<file path="src/acsc_pkg.sv">
// Shared types and constants for the ADC channel scan conditioner.
// No dependencies; every other file refers to it by scoped names.
package acsc_pkg;

  localparam int unsigned SAMPLE_W   = 16;
  localparam int unsigned CODE_W     = 15;
  localparam int unsigned CHAN_W     = 2;
  localparam int unsigned AXIS_W     = 8;
  localparam int unsigned FILT_W     = 24;
  localparam int unsigned MV_W       = 16;
  localparam int unsigned DBAND_W    = 7;
  localparam int unsigned WEIGHT_W   = 9;
  localparam int unsigned CFG_IDX_W  = 2;
  localparam int unsigned CFG_DATA_W = 16;

  // Joystick scaling: (code - offset) / 132, done as (x >> 2) * 1986 >> 16.
  localparam logic [16:0] AXIS_OFFSET = 17'd13200;
  localparam logic [10:0] AXIS_RECIP  = 11'd1986;
  localparam logic [6:0]  AXIS_LIMIT  = 7'd100;

  localparam logic [WEIGHT_W-1:0] WEIGHT_FULL  = 9'd256;
  localparam logic [FILT_W-1:0]   FILT_RESET   = 24'd3225600;   // 12600 mV, 8 fraction bits
  localparam logic [15:0]         START_BASE   = 16'hC3E3;

  localparam logic [DBAND_W-1:0]  DBAND_RESET  = 7'd8;
  localparam logic [WEIGHT_W-1:0] WEIGHT_RESET = 9'd38;
  localparam logic [MV_W-1:0]     FLOOR_RESET  = 16'd1000;

  typedef enum logic [CFG_IDX_W-1:0] {
    CFG_DEADBAND    = 2'd0,
    CFG_NEW_WEIGHT  = 2'd1,
    CFG_BATT_FLOOR  = 2'd2
  } cfg_idx_t;

  typedef enum logic [CHAN_W-1:0] {
    CH_JOY_X = 2'd0,
    CH_JOY_Y = 2'd1,
    CH_BATT  = 2'd2,
    CH_AUX   = 2'd3
  } chan_t;

  typedef struct packed {
    logic [DBAND_W-1:0]  deadband;
    logic [WEIGHT_W-1:0] new_weight;
    logic [MV_W-1:0]     battery_floor_mv;
  } cfg_t;

  typedef struct packed {
    logic signed [AXIS_W-1:0] axis_x;
    logic signed [AXIS_W-1:0] axis_y;
    logic [FILT_W-1:0]        battery_filter;
    logic [CODE_W-1:0]        aux_level;
  } scan_state_t;

endpackage

</file>
<file path="src/acsc_if.sv">
// Valid/ready channel interfaces for sample, result and register-write beats.
// Depends on acsc_pkg for field widths.
interface acsc_in_if;
  logic                                      valid;
  logic                                      ready;
  logic signed [acsc_pkg::SAMPLE_W-1:0]      sample;
  modport source (output valid, output sample, input ready);
  modport sink   (input valid, input sample, output ready);
endinterface

interface acsc_out_if;
  logic                                  valid;
  logic                                  ready;
  logic [acsc_pkg::CHAN_W-1:0]           channel_done;
  logic signed [acsc_pkg::AXIS_W-1:0]    joy_x;
  logic signed [acsc_pkg::AXIS_W-1:0]    joy_y;
  logic [acsc_pkg::MV_W-1:0]             supply_mv;
  logic [acsc_pkg::CODE_W-1:0]           aux_code;
  logic [15:0]                           start_word;
  modport source (output valid, output channel_done, output joy_x, output joy_y,
                  output supply_mv, output aux_code, output start_word, input ready);
  modport sink   (input valid, input channel_done, input joy_x, input joy_y,
                  input supply_mv, input aux_code, input start_word, output ready);
endinterface

interface acsc_cfg_if;
  logic                                valid;
  logic                                ready;
  logic [acsc_pkg::CFG_IDX_W-1:0]      index;
  logic [acsc_pkg::CFG_DATA_W-1:0]     data;
  modport source (output valid, output index, output data, input ready);
  modport sink   (input valid, input index, input data, output ready);
endinterface

</file>
<file path="src/acsc_cond.sv">
// Per-sample conditioning: joystick scaling with clamp and deadband,
// battery floor and low-pass update, aux capture. Depends on acsc_pkg.
module acsc_cond (
  input  logic signed [acsc_pkg::SAMPLE_W-1:0] sample,
  input  logic [acsc_pkg::CHAN_W-1:0]          channel,
  input  acsc_pkg::cfg_t                       cfg,
  input  acsc_pkg::scan_state_t                state,
  output acsc_pkg::scan_state_t                state_nxt
);

  logic [acsc_pkg::CODE_W-1:0]   code;
  logic signed [16:0]            diff;
  logic                          diff_neg;
  logic [16:0]                   diff_abs;
  logic [23:0]                   quot_prod;
  logic [7:0]                    quot_mag;
  logic [6:0]                    quot_clamp;
  logic signed [acsc_pkg::AXIS_W-1:0] axis_val;
  logic [18:0]                   code_x11;
  logic [18:0]                   floor_x8;
  logic [23:0]                   v256;
  logic [acsc_pkg::WEIGHT_W-1:0] w_sat;
  logic [acsc_pkg::WEIGHT_W-1:0] w_old;
  logic [32:0]                   old_term;
  logic [32:0]                   new_term;
  logic [33:0]                   acc;
  logic [acsc_pkg::FILT_W-1:0]   filt_new;

  // Negative conversions count as zero.
  assign code = sample[acsc_pkg::SAMPLE_W-1] ? '0 : sample[acsc_pkg::CODE_W-1:0];

  // Truncating division by 132 on the magnitude: drop two bits, then /33 by reciprocal.
  assign diff      = $signed({2'b00, code}) - $signed(acsc_pkg::AXIS_OFFSET);
  assign diff_neg  = diff[16];
  assign diff_abs  = diff_neg ? 17'(-diff) : 17'(diff);
  assign quot_prod = 24'(diff_abs[14:2]) * 24'(acsc_pkg::AXIS_RECIP);
  assign quot_mag  = quot_prod[23:16];

  always_comb begin
    quot_clamp = (quot_mag > 8'(acsc_pkg::AXIS_LIMIT)) ? acsc_pkg::AXIS_LIMIT
                                                       : quot_mag[6:0];
    if (quot_clamp < cfg.deadband) begin
      quot_clamp = '0;
    end
    axis_val = diff_neg ? -$signed({1'b0, quot_clamp}) : $signed({1'b0, quot_clamp});
  end

  // Battery: v in 1/256 mV is code*352; floor test is code*11 < floor*8.
  assign code_x11 = 19'(code) * 19'd11;
  assign floor_x8 = {cfg.battery_floor_mv, 3'b000};
  assign v256     = (code_x11 < floor_x8) ? '0 : {code_x11, 5'b00000};
  assign w_sat    = (cfg.new_weight > acsc_pkg::WEIGHT_FULL) ? acsc_pkg::WEIGHT_FULL
                                                             : cfg.new_weight;
  assign w_old    = acsc_pkg::WEIGHT_FULL - w_sat;
  assign old_term = 33'(state.battery_filter) * 33'(w_old);
  assign new_term = 33'(v256) * 33'(w_sat);
  assign acc      = 34'(old_term) + 34'(new_term);
  assign filt_new = acc[31:8];

  always_comb begin
    state_nxt = state;
    case (acsc_pkg::chan_t'(channel))
      acsc_pkg::CH_JOY_X: state_nxt.axis_x         = axis_val;
      acsc_pkg::CH_JOY_Y: state_nxt.axis_y         = axis_val;
      acsc_pkg::CH_BATT:  state_nxt.battery_filter = filt_new;
      acsc_pkg::CH_AUX:   state_nxt.aux_level      = code;
      default:            state_nxt = state;
    endcase
  end

endmodule

</file>
<file path="src/adc_channel_scan_conditioner.sv">
// ADC channel scan conditioner: top level with input, state and result registers.
// Depends on acsc_pkg, acsc_if (channel interfaces) and acsc_cond.
//
// Usage:
//   in_ch  carries one signed converter sample per beat for the channel being
//          scanned (0 joystick X, 1 joystick Y, 2 battery, 3 auxiliary).
//   out_ch returns one result beat per sample: the channel just served, both
//          axes, filtered supply in mV, aux code and the start-conversion word
//          for the next channel.
//   cfg_ch writes deadband (index 0), new-sample weight (1) and battery floor
//          (2); other indexes are ignored. Write only while no sample is in flight.
// A sample is held in the input register, then passes through the conditioning
// logic into the result register, which drives the result beat.
// Throughput is one sample per cycle while the receiver takes results; the battery
// multiply-add in acsc_cond is the longest path.
// Reset (synchronous, rst_n low) empties both stages, restores the register
// defaults, sets the scan to channel 0, axes and aux to 0 and the filter to
// 12600 mV. When the receiver stalls, the result holds and the input register
// still takes one more sample before in_ch.ready drops.
module adc_channel_scan_conditioner (
  input  logic           clk,
  input  logic           rst_n,
  acsc_in_if.sink        in_ch,
  acsc_out_if.source     out_ch,
  acsc_cfg_if.sink       cfg_ch
);

  logic                                  in_vld_r;
  logic signed [acsc_pkg::SAMPLE_W-1:0]  sample_r;
  logic                                  out_vld_r;
  logic [acsc_pkg::CHAN_W-1:0]           scan_ch_r;
  logic [acsc_pkg::CHAN_W-1:0]           scan_ch_nxt;
  logic [acsc_pkg::CHAN_W-1:0]           done_ch_r;
  acsc_pkg::scan_state_t                 state_r;
  acsc_pkg::scan_state_t                 state_nxt;
  acsc_pkg::cfg_t                        cfg_r;
  logic                                  advance;

  // Move the held sample into the result register when that slot is free.
  assign advance      = in_vld_r && (!out_vld_r || out_ch.ready);
  assign in_ch.ready  = !in_vld_r || advance;
  assign cfg_ch.ready = 1'b1;
  assign scan_ch_nxt  = scan_ch_r + 2'd1;

  acsc_cond u_cond (
    .sample    (sample_r),
    .channel   (scan_ch_r),
    .cfg       (cfg_r),
    .state     (state_r),
    .state_nxt (state_nxt)
  );

  always_ff @(posedge clk) begin
    if (!rst_n) begin
      in_vld_r <= 1'b0;
    end else if (in_ch.ready) begin
      in_vld_r <= in_ch.valid;
    end
    if (in_ch.ready && in_ch.valid) begin
      sample_r <= in_ch.sample;
    end
  end

  always_ff @(posedge clk) begin
    if (!rst_n) begin
      out_vld_r                <= 1'b0;
      scan_ch_r                <= '0;
      done_ch_r                <= '0;
      state_r.axis_x           <= '0;
      state_r.axis_y           <= '0;
      state_r.battery_filter   <= acsc_pkg::FILT_RESET;
      state_r.aux_level        <= '0;
    end else begin
      if (advance) begin
        out_vld_r <= 1'b1;
        scan_ch_r <= scan_ch_nxt;
        done_ch_r <= scan_ch_r;
        state_r   <= state_nxt;
      end else if (out_ch.ready) begin
        out_vld_r <= 1'b0;
      end
    end
  end

  always_ff @(posedge clk) begin
    if (!rst_n) begin
      cfg_r.deadband         <= acsc_pkg::DBAND_RESET;
      cfg_r.new_weight       <= acsc_pkg::WEIGHT_RESET;
      cfg_r.battery_floor_mv <= acsc_pkg::FLOOR_RESET;
    end else if (cfg_ch.valid) begin
      case (acsc_pkg::cfg_idx_t'(cfg_ch.index))
        acsc_pkg::CFG_DEADBAND:   cfg_r.deadband         <= cfg_ch.data[acsc_pkg::DBAND_W-1:0];
        acsc_pkg::CFG_NEW_WEIGHT: cfg_r.new_weight       <= cfg_ch.data[acsc_pkg::WEIGHT_W-1:0];
        acsc_pkg::CFG_BATT_FLOOR: cfg_r.battery_floor_mv <= cfg_ch.data[acsc_pkg::MV_W-1:0];
        default: ;  // drop writes to unused indexes
      endcase
    end
  end

  // Result fields come straight from the state registers.
  assign out_ch.valid        = out_vld_r;
  assign out_ch.channel_done = done_ch_r;
  assign out_ch.joy_x        = state_r.axis_x;
  assign out_ch.joy_y        = state_r.axis_y;
  assign out_ch.supply_mv    = state_r.battery_filter[acsc_pkg::FILT_W-1:8];
  assign out_ch.aux_code     = state_r.aux_level;
  assign out_ch.start_word   = acsc_pkg::START_BASE | {2'b00, scan_ch_r, 12'h000};

endmodule

</file>
<file path="src/flat_wrapper.sv">
// flat-port wrapper written by rule: the top's interface ports become plain ports
module adc_channel_scan_conditioner_flat 
  (clk, rst_n, in_ch_valid, in_ch_sample, in_ch_ready, out_ch_valid, out_ch_channel_done, out_ch_joy_x, out_ch_joy_y, out_ch_supply_mv, out_ch_aux_code, out_ch_start_word, out_ch_ready, cfg_ch_valid, cfg_ch_index, cfg_ch_data, cfg_ch_ready);
  acsc_in_if in_ch_i ();
  acsc_out_if out_ch_i ();
  acsc_cfg_if cfg_ch_i ();
  input  logic clk;
  input  logic rst_n;
  input wire logic [$bits(in_ch_i.valid)-1:0] in_ch_valid;
  input wire logic [$bits(in_ch_i.sample)-1:0] in_ch_sample;
  output wire logic [$bits(in_ch_i.ready)-1:0] in_ch_ready;
  output wire logic [$bits(out_ch_i.valid)-1:0] out_ch_valid;
  output wire logic [$bits(out_ch_i.channel_done)-1:0] out_ch_channel_done;
  output wire logic [$bits(out_ch_i.joy_x)-1:0] out_ch_joy_x;
  output wire logic [$bits(out_ch_i.joy_y)-1:0] out_ch_joy_y;
  output wire logic [$bits(out_ch_i.supply_mv)-1:0] out_ch_supply_mv;
  output wire logic [$bits(out_ch_i.aux_code)-1:0] out_ch_aux_code;
  output wire logic [$bits(out_ch_i.start_word)-1:0] out_ch_start_word;
  input wire logic [$bits(out_ch_i.ready)-1:0] out_ch_ready;
  input wire logic [$bits(cfg_ch_i.valid)-1:0] cfg_ch_valid;
  input wire logic [$bits(cfg_ch_i.index)-1:0] cfg_ch_index;
  input wire logic [$bits(cfg_ch_i.data)-1:0] cfg_ch_data;
  output wire logic [$bits(cfg_ch_i.ready)-1:0] cfg_ch_ready;
  assign in_ch_i.valid = in_ch_valid;
  assign in_ch_i.sample = in_ch_sample;
  assign in_ch_ready = in_ch_i.ready;
  assign out_ch_valid = out_ch_i.valid;
  assign out_ch_channel_done = out_ch_i.channel_done;
  assign out_ch_joy_x = out_ch_i.joy_x;
  assign out_ch_joy_y = out_ch_i.joy_y;
  assign out_ch_supply_mv = out_ch_i.supply_mv;
  assign out_ch_aux_code = out_ch_i.aux_code;
  assign out_ch_start_word = out_ch_i.start_word;
  assign out_ch_i.ready = out_ch_ready;
  assign cfg_ch_i.valid = cfg_ch_valid;
  assign cfg_ch_i.index = cfg_ch_index;
  assign cfg_ch_i.data = cfg_ch_data;
  assign cfg_ch_ready = cfg_ch_i.ready;
  adc_channel_scan_conditioner u_core (.clk(clk), .rst_n(rst_n), .in_ch(in_ch_i), .out_ch(out_ch_i), .cfg_ch(cfg_ch_i));
endmodule
</file>
<file path="config.mk">
export PLATFORM = sky130hd
export DESIGN_NAME = adc_channel_scan_conditioner_flat
export DESIGN_NICKNAME = d
export VERILOG_FILES = /design/src/acsc_pkg.sv /design/src/acsc_if.sv /design/src/acsc_cond.sv /design/src/adc_channel_scan_conditioner.sv /design/src/flat_wrapper.sv
export SDC_FILE = /design/constraint.sdc
export NUM_CORES = 1
export LEC_CHECK = 0
export ABC_AREA = 0
export BUFFER_PORTS_ARGS = -buffer_cell sky130_fd_sc_hd__buf_4
export CAP_MARGIN = 20
export CORE_MARGIN = 4
export CORE_UTILIZATION = 45
export CTS_BUF_LIST = sky130_fd_sc_hd__clkbuf_4
export DETAILED_ROUTE_END_ITERATION = 8
export SLEW_MARGIN = 20
export SYNTH_ARGS = -nofsm -noshare
export SYNTH_HDL_FRONTEND = slang
export SYNTH_SLANG_ARGS = --single-unit
export TNS_END_PERCENT = 50
</file>
<file path="constraint.sdc">
create_clock -name clk -period 12.1 [get_ports clk]
set_clock_uncertainty 0.1 [all_clocks]
set_input_delay 0 -clock clk [delete_from_list [all_inputs] [get_ports clk]]
set_output_delay 0 -clock clk [all_outputs]
set_load 0.05 [all_outputs]
</file>
==> results_dict.tcl, run 1 <==
set metrics [dict create \
    drv.max_cap_violation_count 0 \
    cts-buffers-inserted 9 \
    critical_path.startpoint_type "flop" \
    final-hold-violation-count 0 \
    worst_slew_pin_tran_ns 1.09 \
    gr_util_all_layers_pct 23.0 \
    max_clock_freq_mhz 88.4 \
    detailedPlacementHpwl_mm 44.8 \
    finalHoldWorstSlack_ns 0.0622 \
    wirelength_mm 56.1 \
    syn_inst 2551 \
    final_setup_viols 0 \
    rr_startpoint "u_core.sample_r[15]" \
    global_route_wire_length_before_repair_mm 92.5 \
    worstSetupEndpoint "u_core.out_ch.supply_mv[15]" \
    drt-pass1-iter-count 5 \
    core_um2 46800 \
    layout_min_cycle_time_ns 11.31 \
    r2r_setup_slack_ns 0.79 \
    r2r-end "u_core.out_ch.supply_mv[15]" \
    number_of_global_route_vias_before_repair 17800 \
    cts.htree.levels 3 \
    path_max_fanout 13 \
    initial_utilization_pct 45.8 \
    sequential_share_of_the_synthesized_area_pct 10.9 \
    port_buffers 91 \
    report.final.slew_viol_count 0 \
    gr-total-overflow 0 \
    die_area_um2 51100 \
    fp.dieW_um 226 \
    share_of_synthesized_flip_flops_with_an_asynchronous_set_or_reset_pct 0 \
    drc_errors 0 \
    first_iter_violations 976 \
    floorplan.io_pins 107 \
    status "finished clean" \
    globalplace.congestion 0.908 \
    hold_path.startpoint "cfg_ch_data[13]" \
    mappedNetlistArea_um2 21400 \
    die_height_um 226 \
    whs_path_depth 4 \
    critical-path-max-stage-delay_ns 0.54 \
    grt_max_degree 59 \
    worst_ep_required_time_ns 12.58 \
    area_delta_synth_final_pct 7.98 \
    timing_worst_setup_path_type "reg -> reg" \
    routed_wire_length_per_instance_um 17.6 \
    worstSetupStartpoint "u_core.sample_r[15]" \
    clk_latency_ns 0.64 \
    r2r_cells 50 \
    synth_enable_flop_cells 16 \
    rows 79 \
    timing.critical_path.arrival_ns 11.79 \
    ys.flop_type "sky130_fd_sc_hd__dfxtp_1" \
    slew_headroom_pct 27.6 \
    clockBufferDepth 2 \
    tritoncts_num_sinks 109 \
    initial_antenna_violation_count 2 \
    synth.avg_cell_area_um2 8.39 \
    num_vias 16600 \
    timing.hold.worst.class "in -> reg" \
    filler_cell_count 4557 \
    layout-drive-gt1-share_pct 7.36 \
    tritoncts "yes" \
    critPathSlowestCell "sky130_fd_sc_hd__fa_1" \
    yosysWarningCount 0 \
    fin_nets 3178 \
    clock_transition_at_the_register_clock_pins_on_the_worst_setup_and_hold_paths_after_cts_ns 0.22 \
    ctsRootBufferMaster "sky130_fd_sc_hd__clkbuf_4" \
    via_per_inst 5.20 \
    end_kind "flop" \
    synth.lib_cells_used.distinct 94 \
    critical_path.most_common_cell "sky130_fd_sc_hd__fa_1" \
    min_period_over_period_pct 93.5 \
    ant_nets 0 \
    yosys_register_bits 109 \
]
==> synthesized netlist by cell type (10+ instances only) <==
| library cell | n | area [um2] |
|---|---|---|
| sky130_fd_sc_hd__a21o_1 | 34 | 255 |
| sky130_fd_sc_hd__a21oi_1 | 102 | 510 |
| sky130_fd_sc_hd__a31oi_1 | 12 | 75.1 |
| sky130_fd_sc_hd__and2_1 | 76 | 475 |
| sky130_fd_sc_hd__and3_1 | 38 | 238 |
| sky130_fd_sc_hd__buf_4 | 63 | 473 |
| sky130_fd_sc_hd__clkbuf_1 | 106 | 398 |
| sky130_fd_sc_hd__dfxtp_1 | 93 | 1860 |
| sky130_fd_sc_hd__edfxtp_1 | 16 | 480 |
| sky130_fd_sc_hd__fa_1 | 367 | 7350 |
| sky130_fd_sc_hd__ha_1 | 195 | 2440 |
| sky130_fd_sc_hd__inv_1 | 545 | 2050 |
| sky130_fd_sc_hd__mux2i_1 | 19 | 190 |
| sky130_fd_sc_hd__nand2_1 | 401 | 1510 |
| sky130_fd_sc_hd__nand2b_1 | 10 | 62.6 |
| sky130_fd_sc_hd__nand3_1 | 31 | 155 |
| sky130_fd_sc_hd__nor2_1 | 134 | 503 |
| sky130_fd_sc_hd__nor2b_1 | 20 | 125 |
| sky130_fd_sc_hd__nor3_1 | 22 | 110 |
| sky130_fd_sc_hd__o211ai_1 | 13 | 97.6 |
| sky130_fd_sc_hd__o21ai_0 | 39 | 195 |
| sky130_fd_sc_hd__or3_1 | 10 | 62.6 |
| sky130_fd_sc_hd__xnor2_1 | 55 | 482 |
| sky130_fd_sc_hd__xor2_1 | 18 | 158 |
==> final cells by class <==
type	instances	area (um2)	area share (%)
inverter	546	2050	8.88
clock inverter	7	67.6	0.292
clock buffer	9	67.6	0.292
timing repair buffer	182	1530	6.60
antenna	4	10.0	0.0433
sequential	109	2340	10.1
tap	607	759	3.29
multi-input combinational	1729	16300	70.5
==> cell families (layout without fill, tap and decap cells) <==
family,after synthesis,after routing,synth area share [%]
multiplexers,20,20,0.994
flip-flops,109,109,10.9
other,2,19,0.0351
AND/OR/NAND/NOR,789,789,17.0
buffers and inverters,726,744,13.9
AO/OA/AOI/OAI,270,270,8.38
XOR/XNOR,73,73,2.99
adder cells (fa/ha/maj),562,562,45.7
==> critical path, delay by kind of cell, from the launching register on <==
kind,cells,cell delay (ns)
and+or+nand+nor,5,0.52
adders and majority gates,11,4.57
buffers and inverters,10,1.17
xor gates and xnor gates,2,0.38
AOI/OAI and AO/OA,22,4.04
DFF,1,0.48
==> worst min-delay path by stage <==
stage	to	slack (ns)
final	u_core.cfg_r[13]	0.06
after global routing	u_core.cfg_r[27]	0.03
after CTS	u_core.cfg_r[27]	0.002
after detailed placement	u_core.sample_r[0]	0.08
after global placement	u_core.sample_r[13]	0.08
after floorplan	u_core.sample_r[0]	-0.001
==> stage by stage <==
step                      cell area, um2  setup TNS, ns  instances  utilization, %  worst slack (ns)
after floorplan                    21500              0       2564               -             0.544
after global placement             22300              0       3108            47.6             0.246
after detailed placement           22300              0       3108            47.6            0.0207
after CTS                          23000              0       3186            49.2             0.145
after global routing               23100        -0.0478       3193            49.4           -0.0478
final                              23100              0       3193            49.4             0.791
==> routing by layer <==
layer  GRT usage [%]  vias to the layer above  wire length, um
li1                -                     7758                -
met1            28.6                     8358            23200
met2            41.4                      402            29000
met3            2.72                       86             2230
met4            7.84                        0             1720
met5               0                        -                0
==> state kept, by name, indices dropped and copies added, names as in the netlist, 2 cells and up <==
register / count
u_core.out_ch.supply_mv: 16
u_core.out_ch.joy_x: 8
u_core.out_ch.joy_y: 8
u_core.out_ch.aux_code: 15
u_core.state_r: 8
u_core.out_ch.channel_done: 2
u_core.scan_ch_r: 2
u_core.sample_r: 16
u_core.cfg_r: 32
==> what timing repair did <==
action | 4_1_cts | 5_1_grt
buffers inserted | 0 | 3
setup endpoints to repair | 1 | 11
hold endpoints to repair | 92 | 0
hold buffers | 62 | 0
pin swaps | 0 | 3
gates resized for setup | 1 | 13
==> cell usage in the layout (no fill, tap or decap), types with 19 or more instances in the layout <==
cell / n
sky130_fd_sc_hd__and2_1: 76
sky130_fd_sc_hd__dfxtp_1: 93
sky130_fd_sc_hd__nor3_1: 22
sky130_fd_sc_hd__nand3_1: 31
sky130_fd_sc_hd__buf_4: 119
sky130_fd_sc_hd__dlygate4sd3_1: 62
sky130_fd_sc_hd__a21o_1: 34
sky130_fd_sc_hd__a21oi_1: 99
sky130_fd_sc_hd__xnor2_1: 50
sky130_fd_sc_hd__fa_1: 367
sky130_fd_sc_hd__inv_1: 544
sky130_fd_sc_hd__and3_1: 38
sky130_fd_sc_hd__o21ai_0: 37
sky130_fd_sc_hd__mux2i_1: 19
sky130_fd_sc_hd__nand2_1: 400
sky130_fd_sc_hd__nor2_1: 134
sky130_fd_sc_hd__ha_1: 195
Power of run 1 is not shown: default switching activity piles up to over one toggle a cycle in this logic, so the estimate is an artifact.
==> inputs of run 2 (changes only) <==
--- a/config.mk
+++ b/config.mk
@@ -6,12 +6,12 @@
 export NUM_CORES = 1
 export LEC_CHECK = 0
 export ABC_AREA = 0
-export BUFFER_PORTS_ARGS = -buffer_cell sky130_fd_sc_hd__buf_4
-export CAP_MARGIN = 20
 export CORE_MARGIN = 4
 export CORE_UTILIZATION = 45
 export CTS_BUF_LIST = sky130_fd_sc_hd__clkbuf_4
 export DETAILED_ROUTE_END_ITERATION = 8
+export DONT_BUFFER_PORTS = 1
+export GPL_TIMING_DRIVEN = 0
 export SLEW_MARGIN = 20
 export SYNTH_ARGS = -nofsm -noshare
 export SYNTH_HDL_FRONTEND = slang
==> results_dict.tcl, run 2 (synthesis gave the netlist of run 1 again) <==
set metrics [dict create \
    register_with_the_highest_flop_count "u_core.cfg_r" \
    initial_utilization_pct 45.8 \
    fin_nets 3253 \
    critical_path.startpoint_type "flop" \
    number_of_global_route_vias_before_repair 18000 \
    initial_antenna_violation_count 5 \
    tritoncts "yes" \
    worst_slew_pin_tran_ns 1.15 \
    wirelength_mm 60.2 \
    r2r_cells 48 \
    max_clock_freq_mhz 86.4 \
    grt-busiest-layer "met2" \
    clockBufferDepth 2 \
    whs_path_depth 3 \
    critical-path-max-stage-delay_ns 0.56 \
    rows 79 \
    die_height_um 226 \
    num_vias 17000 \
    r2r_setup_slack_ns 0.52 \
    final-hold-violation-count 0 \
    die_area_um2 51100 \
    min_period_over_period_pct 95.7 \
    timing.hold.worst.class "in -> reg" \
    timing_worst_setup_path_type "reg -> reg" \
    worst_ep_required_time_ns 12.49 \
    cts.htree.levels 3 \
    floorplan.io_pins 107 \
    layout-drive-gt1-share_pct 6.25 \
    ctsRootBufferMaster "sky130_fd_sc_hd__clkbuf_4" \
    clock_transition_at_the_register_clock_pins_on_the_worst_setup_and_hold_paths_after_cts_ns 0.18 \
    grt.met1_usage_pct 31.8 \
    first_iter_violations 1016 \
    routed_wire_length_per_instance_um 18.4 \
    cts-buffers-inserted 9 \
    report.final.slew_viol_count 0 \
    largest_register_ffs 32 \
    globalplace.congestion 0.917 \
    critPathSlowestCell "sky130_fd_sc_hd__fa_1" \
    filler_cell_count 4472 \
    timing.critical_path.arrival_ns 11.97 \
    gr-total-overflow 0 \
    detailedPlacementHpwl_mm 50.4 \
    gr_util_all_layers_pct 24.5 \
    clk_latency_ns 0.60 \
    drv.max_cap_violation_count 0 \
    global_route_wire_length_before_repair_mm 97.6 \
    port_buffers 0 \
    layout_min_cycle_time_ns 11.58 \
    slew_headroom_pct 23.5 \
    path_max_fanout 10 \
    tns_ns 0 \
    status "finished clean" \
    core_um2 46800 \
    drt-pass1-iter-count 5 \
    ant_nets 0 \
    most_frequent_cells_in_the_layout "sky130_fd_sc_hd__inv_1, sky130_fd_sc_hd__nand2_1, sky130_fd_sc_hd__fa_1, sky130_fd_sc_hd__ha_1, sky130_fd_sc_hd__nor2_1" \
    drc_errors 0 \
    final_setup_viols 0 \
    tritoncts_num_sinks 109 \
    via_per_inst 5.21 \
    fp.dieW_um 226 \
    grt_max_degree 19 \
    area_delta_synth_final_pct 9.06 \
    globalRouteMet3Util_pct 4.95 \
    mostFrequentLayoutCell "sky130_fd_sc_hd__inv_1" \
    groute.layer.met2.usage_pct 41.0 \
    end_kind "flop" \
    grt_setup_unrepaired "no" \
]
## run 2: changes by cell type in the layout (fill, tap and decap cells not counted), moves of 4 or more
cell,previous run,this run
sky130_fd_sc_hd__dlygate4sd3_1,62,75
sky130_fd_sc_hd__clkbuf_1,0,92
sky130_fd_sc_hd__clkbuf_4,9,13
sky130_fd_sc_hd__buf_4,119,71
sky130_fd_sc_hd__nand2_1,400,395
sky130_fd_sc_hd__buf_1,0,9
sky130_fd_sc_hd__nand2_2,2,7
sky130_fd_sc_hd__and2_1,76,70
sky130_fd_sc_hd__xnor2_4,5,1
## run 2: final timing paths
check | from | endpoint
setup / recovery | u_core.sample_r[15] | u_core.out_ch.supply_mv[15]
hold reg to reg | u_core.out_ch.aux_code[3] | u_core.out_ch.aux_code[3]
setup reg to reg | u_core.sample_r[15] | u_core.out_ch.supply_mv[15]
hold / removal | cfg_ch_index[0] | u_core.cfg_r[12]
## run 2: repair_timing
action,in CTS,in global routing
buffers inserted,1,7
endpoints found under the setup margin,16,10
pin swaps,2,11
gates resized for setup,24,46
endpoints found under the hold margin,105,0
hold buffers,75,0
## run 2: critical path: cells and delay by family (launching register included)
family	cells	cell delay, ns
buffers and inverters	11	1.14
flip-flops	1	0.48
AO/OA/AOI/OAI	18	3.97
AND/OR/NAND/NOR	7	0.79
adder cells (fa/ha/maj)	10	4.65
XOR/XNOR	2	0.31
## run 2: cell type report
type	instances	area (um2)	share of cell area, %
multi-input combinational	1729	16300	69.9
tap	607	759	3.25
clock inverter	5	38.8	0.166
sequential	109	2340	10.0
timing repair buffer	83	811	3.47
inverter	546	2060	8.81
clock buffer	11	82.6	0.354
buffer	174	932	3.99
antenna	5	12.5	0.0536
## run 2: routing by layer
metal  vias to the layer above  wire [um]
met5                         -          0
met4                         0       2000
met3                       102       4430
met2                       545      29000
met1                      8447      24700
li1                       7927          -
## run 2: metrics by stage
stage	instance area, um2	worst slack, ns	util, %	cells	hold WS, ns
finish	23300	0.522	49.9	3269	0.0589
detailed placement	22200	-1.76	47.5	3171	-0.00106
global placement	22200	-1.63	47.5	3171	-0.00107
CTS	23200	0.0267	49.6	3260	0.00274
global route	23300	0.0490	49.9	3267	0.0762
floorplan	21500	0.544	-	2564	-0.00113
Power of run 2 is left out for the same reason.
